==> src/sv/first_fit_extent_allocator_unit_defines.svh <==
// assertion macros for the first-fit extent allocator
`ifndef FIRST_FIT_EXTENT_ALLOCATOR_UNIT_DEFINES_SVH
`define FIRST_FIT_EXTENT_ALLOCATOR_UNIT_DEFINES_SVH

// same-cycle implication, checked out of reset
`define FFEA_ASSERT_NOW(label, ante, cons, msg) \
    label: assert property (@(posedge aclk) disable iff (!aresetn) (ante) |-> (cons)) \
        else $error(msg);

// next-cycle implication, checked out of reset
`define FFEA_ASSERT_NEXT(label, ante, cons, msg) \
    label: assert property (@(posedge aclk) disable iff (!aresetn) (ante) |=> (cons)) \
        else $error(msg);

`endif

==> src/sv/ffea_ram.sv <==
// generic single-write, single-read ram with registered read data
`timescale 1ns / 1ps

module ffea_ram #(
    parameter int unsigned WIDTH = 64,
    parameter int unsigned DEPTH = 64
) (
    input  logic                                    aclk,
    input  logic                                    wr_en,
    input  logic [((DEPTH > 1) ? $clog2(DEPTH) : 1)-1:0] wr_addr,
    input  logic [WIDTH-1:0]                        wr_data,
    input  logic                                    rd_en,
    input  logic [((DEPTH > 1) ? $clog2(DEPTH) : 1)-1:0] rd_addr,
    output logic [WIDTH-1:0]                        rd_data
);

    logic [WIDTH-1:0] mem_reg [DEPTH];
    logic [WIDTH-1:0] rd_data_reg;

    always_ff @(posedge aclk) begin
        if (wr_en) begin
            mem_reg[wr_addr] <= wr_data;
        end
        if (rd_en) begin
            rd_data_reg <= mem_reg[rd_addr];
        end
    end

    assign rd_data = rd_data_reg;

endmodule

==> config.mk <==
export PLATFORM = sky130hd
export DESIGN_NAME = ffea_ram
export DESIGN_NICKNAME = d
export VERILOG_FILES = /design/src/sv/first_fit_extent_allocator_unit_defines.svh /design/src/sv/ffea_ram.sv
export SDC_FILE = /design/constraint.sdc
export NUM_CORES = 2
export LEC_CHECK = 0
export BUFFER_PORTS_ARGS = -buffer_cell sky130_fd_sc_hd__buf_2
export CORE_MARGIN = 3
export CORE_UTILIZATION = 40
export CTS_CLUSTER_DIAMETER = 100
export DETAILED_ROUTE_END_ITERATION = 10
export GPL_ROUTABILITY_DRIVEN = 0
export PLACE_DENSITY = 0.67
export SLEW_MARGIN = 20
export SYNTH_ARGS = -nofsm -noshare
export SYNTH_HDL_FRONTEND = slang
export SYNTH_SLANG_ARGS = --single-unit
==> constraint.sdc <==
create_clock -name aclk -period 11.28 [get_ports aclk]
set_input_delay 2.256 -clock aclk [delete_from_list [all_inputs] [get_ports aclk]]
set_output_delay 2.256 -clock aclk [all_outputs]
set_load 0.02 [all_outputs]
==> Implementation_results.wiki <==
{| class="wikitable"
! Metric !! Value
|-
| Mapped Avg Cell Area || 23.8 µm²
|-
| Die Span Y || 632 µm
|-
| Start-to-end type of the worst setup path || primary input to flop
|-
| Post-route ant nets || 0
|-
| Part of the power in the clock network || 0.417
|-
| Area of the placeable core || 390000 µm²
|-
| Maximum number of pins on one net before global-route repair || 121
|-
| Residual DRC || 0
|-
| CP dominant cell by count || sky130_fd_sc_hd__buf_4
|-
| Design Area, Final || 178000 µm²
|-
| Via count || 75.6k
|-
| Setup repair bufs after CTS || 0
|-
| Master of the slowest instance on the critical path || sky130_fd_sc_hd__buf_4
|-
| Achievable frequency || 184 MHz
|-
| Top post-synthesis cells by area || sky130_fd_sc_hd__edfxtp_1 (80%), sky130_fd_sc_hd__mux4_2 (15%), sky130_fd_sc_hd__mux2i_1 (0.86%), sky130_fd_sc_hd__a22oi_1 (0.80%), sky130_fd_sc_hd__buf_2 (0.54%)
|-
| Final WL || 424 mm
|-
| Slew headroom || 0.192
|-
| Pre-CTS setup slack || 4.87 ns
|-
| Number of CTS-inserted buffers || 395
|-
| Initial standard-cell utilization of the core || 0.403
|-
| Hold buffers post-CTS || 0
|-
| Via count of the first global-routing pass || 75.7k
|-
| Net switching fraction of the power || 0.210
|-
| Most used routing layer in global routing || met2
|-
| Power, Total || 32.0 mW
|-
| Fraction of synthesized cell area taken by the top area cell type || 0.796
|-
| Clk Tree Root Cell || sky130_fd_sc_hd__clkbuf_16
|-
| Number of nets in the layout || 7051
|-
| Share of cells above drive strength 1 || 0.280
|-
| Synth-to-layout area growth || 13.3%
|-
| Crit path required time || 11.93 ns
|-
| Final clock period utilization by the worst path || 0.482
|-
| Run status || finished, final reports clean
|-
| Hold/Removal Path Class || flop to flop
|-
| Power per cell area || 180 nW/µm²
|-
| Sequential area share after synthesis || 0.796
|-
| Routed via count divided by cell count || 6.04
|-
| Post-route clock skew || 0.0533 ns
|-
| H-tree depth || 5
|-
| Maximum single-stage delay on the critical path || 0.96 ns
|-
| VDD IR-drop max || 0.149 mV
|-
| Ys Warns || 0
|-
| Largest fanout on the critical path || 89
|-
| Initial DRT Pass Iterations || 6
|-
| Clock period minus final worst setup slack || 5.44 ns
|-
| Share of total power in combinational logic || 0.044
|-
| Floorplan row count || 229
|-
| Skew-Pair Late Insertion Delay || 0.94 ns
|-
| HPWL after detailed placement || 226 mm
|-
| Number of max-slew violations in the final report || 0
|-
| Net count after synthesis || 6677
|-
| Cell type with the largest total area after synthesis || sky130_fd_sc_hd__edfxtp_1
|-
| Met3 usage || 0.0397
|-
| Placed Area || 165000 µm²
|-
| WL per Instance || 33.9 µm
|-
| Clock sink count || 4160
|-
| Total routing usage reported by global routing || 0.210
|-
| Setup crit end kind || flop
|-
| Synthesis-stage register bit count || 4160
|-
| Data arrival time of the critical path || 6.09 ns
|-
| Largest register FFs || 4096
|-
| Count of input and output buffers || 142
|-
| Total count of hold-check failures in the final report || 0
|-
| Cell leakage power || 54.7 nW
|-
| Synthesized instance count || 6598
|-
| X dimension of the die || 632 µm
|-
| Worst Slack Setup Final || 5.84 ns
|-
| Cells traversed along the worst timing path || buf_8 -> buf_4 -> buf_4 -> mux4_2 -> mux2i_1 -> nand2_1 -> a31oi_1 -> a211oi_1
|-
| Total Negative Setup Slacks || 0 ns
|-
| Largest buffer count on any clock path || 4
|-
| Count of final setup violators || 0
|-
| Max-cap viol count || 0
|-
| Power dissipated by switching net loads || 6.71 mW
|-
| Transition at the pin with the smallest max-transition slack || 1.21 ns
|-
| Remaining global-route overflow || 0
|-
| First-pass GRT wire length || 593 mm
|-
| Startpoint Class || primary input
|-
| Number of unique standard cell types used by synthesis || 32
|-
| Total of cells resized after clock tree synthesis || 0
|-
| Internal power contribution || 25.3 mW
|-
| CTS tree || built
|-
| Initial antenna violation count || 50
|-
| Sequential power share || 0.539
|-
| Met1 track utilization from global routing || 0.285
|-
| Netlist area before placement || 157000 µm²
|-
| Unrepaired setup endpoints after global routing || false
|-
| Clock slew at the register clock pins of the worst setup and hold paths || 0.07 ns
|-
| Initial DRC Count || 10.7k
|-
| DIE AREA || 400000 µm²
|-
| Num ports || 143
|-
| Met2 capacity usage during global routing || 0.340
|}
-- through the flow --
| stage | cells | util | hold slack [ns] |
|---|---|---|---|
| after floorplan | 6598 | - | 0.865 |
| after global placement | 11800 | 0.422 | 0.898 |
| after detailed placement | 11800 | 0.422 | 0.908 |
| after CTS | 12500 | 0.456 | 0.901 |
| after global routing | 12500 | 0.456 | 0.967 |
| final | 12500 | 0.456 | 0.895 |
-- final timing paths --
path	end	startpoint	slack, ns	cells after the start
worst max register to register	rd_data[62]$_DFFE_PP_	mem_reg[11][62]$_DFFE_PP_	9.03	5
worst min register to register	rd_data[12]$_DFFE_PP_	mem_reg[54][12]$_DFFE_PP_	0.90	4
worst min-delay path	rd_data[12]$_DFFE_PP_	mem_reg[54][12]$_DFFE_PP_	0.90	4
worst max-delay path	rd_data[15]$_DFFE_PP_	rd_addr[2]	5.84	8
-- layout make-up --
class	instances	area, µm²
multi-input combinational	2049	30800
timing repair buffer	347	2550
inverter	19	71.3
fill	31500	212000
antenna	18	45.0
clock inverter	249	2630
clock buffer	477	10300
sequential	4160	125000
tap	5197	6500
-- worst max-delay path, delay by kind of cell --
kind / cells / cell delay (ns)
buf+inv: 3 / 2.46
simple gates: 1 / 0.07
compound gates: 2 / 0.58
mux: 2 / 0.59
-- routing by layer --
| metal | routed length (µm) | part of all wire |
|---|---|---|
| met5 | 62 | 0.00015 |
| met1 | 158000 | 0.37 |
| met4 | 16800 | 0.040 |
| met2 | 207000 | 0.49 |
| met3 | 43100 | 0.10 |
-- layout by cell type (no fill, tap or decap), types with 5 or more instances in the layout --
| cell type | n |
|---|---|
| sky130_fd_sc_hd__a211oi_1 | 63 |
| sky130_fd_sc_hd__a22o_1 | 88 |
| sky130_fd_sc_hd__a22oi_1 | 168 |
| sky130_fd_sc_hd__a2bb2oi_1 | 19 |
| sky130_fd_sc_hd__a31oi_1 | 18 |
| sky130_fd_sc_hd__a41oi_1 | 26 |
| sky130_fd_sc_hd__and3_1 | 64 |
| sky130_fd_sc_hd__buf_12 | 18 |
| sky130_fd_sc_hd__buf_2 | 127 |
| sky130_fd_sc_hd__buf_4 | 199 |
| sky130_fd_sc_hd__bufinv_16 | 45 |
| sky130_fd_sc_hd__clkbuf_1 | 76 |
| sky130_fd_sc_hd__clkbuf_16 | 401 |
| sky130_fd_sc_hd__clkinv_1 | 86 |
| sky130_fd_sc_hd__clkinv_16 | 5 |
| sky130_fd_sc_hd__clkinv_2 | 74 |
| sky130_fd_sc_hd__clkinvlp_4 | 18 |
| sky130_fd_sc_hd__diode_2 | 18 |
| sky130_fd_sc_hd__edfxtp_1 | 4160 |
| sky130_fd_sc_hd__inv_1 | 19 |
| sky130_fd_sc_hd__inv_16 | 8 |
| sky130_fd_sc_hd__inv_6 | 7 |
| sky130_fd_sc_hd__mux2i_1 | 135 |
| sky130_fd_sc_hd__mux4_2 | 1024 |
| sky130_fd_sc_hd__nand2_1 | 56 |
| sky130_fd_sc_hd__nand2b_1 | 8 |
| sky130_fd_sc_hd__nand3_1 | 45 |
| sky130_fd_sc_hd__nor2_1 | 47 |
| sky130_fd_sc_hd__nor2_4 | 65 |
| sky130_fd_sc_hd__nor2b_1 | 24 |
| sky130_fd_sc_hd__o221ai_1 | 38 |
| sky130_fd_sc_hd__o22ai_1 | 83 |
| sky130_fd_sc_hd__or2_2 | 28 |
| sky130_fd_sc_hd__or3_1 | 29 |
-- Yosys cell counts --
| master | n |
|---|---|
| sky130_fd_sc_hd__a41oi_1 | 26 |
| sky130_fd_sc_hd__and3_1 | 64 |
| sky130_fd_sc_hd__a2bb2oi_1 | 19 |
| sky130_fd_sc_hd__buf_2 | 170 |
| sky130_fd_sc_hd__nand3_1 | 45 |
| sky130_fd_sc_hd__o221ai_1 | 38 |
| sky130_fd_sc_hd__buf_4 | 34 |
| sky130_fd_sc_hd__edfxtp_1 | 4160 |
| sky130_fd_sc_hd__nand3b_1 | 2 |
| sky130_fd_sc_hd__mux4_2 | 1024 |
| sky130_fd_sc_hd__nor2b_1 | 28 |
| sky130_fd_sc_hd__a31o_1 | 1 |
| sky130_fd_sc_hd__a22oi_1 | 168 |
| sky130_fd_sc_hd__nand4_1 | 2 |
| sky130_fd_sc_hd__and2_1 | 3 |
| sky130_fd_sc_hd__nand2_1 | 58 |
| sky130_fd_sc_hd__buf_6 | 6 |
| sky130_fd_sc_hd__inv_1 | 19 |
| sky130_fd_sc_hd__mux2i_1 | 135 |
| sky130_fd_sc_hd__a211oi_1 | 63 |
| sky130_fd_sc_hd__a22o_1 | 88 |
| sky130_fd_sc_hd__nand4b_1 | 1 |
| sky130_fd_sc_hd__nor2_1 | 112 |
| sky130_fd_sc_hd__nor3_1 | 2 |
| sky130_fd_sc_hd__o22ai_1 | 83 |
| sky130_fd_sc_hd__or3_1 | 29 |
| sky130_fd_sc_hd__a31oi_1 | 18 |
| sky130_fd_sc_hd__or2_2 | 28 |
| sky130_fd_sc_hd__clkbuf_1 | 140 |
| sky130_fd_sc_hd__buf_1 | 20 |
| sky130_fd_sc_hd__nand2b_1 | 11 |
| sky130_fd_sc_hd__or3b_2 | 1 |
-- cells by family (layout without fill, tap and decap cells) --
family          Yosys count  count (layout)  share of synthesized area
flops                  4160            4160                      0.796
mux                    1159            1159                      0.156
compound gates          504             504                     0.0247
buf+inv                 389            1092                     0.0118
simple gates            386             386                     0.0123
other cells               0              18                          0
-- power groups by stage --
stage                     clock network, mW  registers (mW)  logic (mW)
after floorplan                           0            17.5       0.798
after global placement                    0            17.5        1.39
after detailed placement                  0            17.6        1.42
after CTS                              13.5            17.2        1.42
after global routing                   14.1            17.2        1.50
final                                  13.3            17.2        1.42
Power figures use the tool's default switching activity.
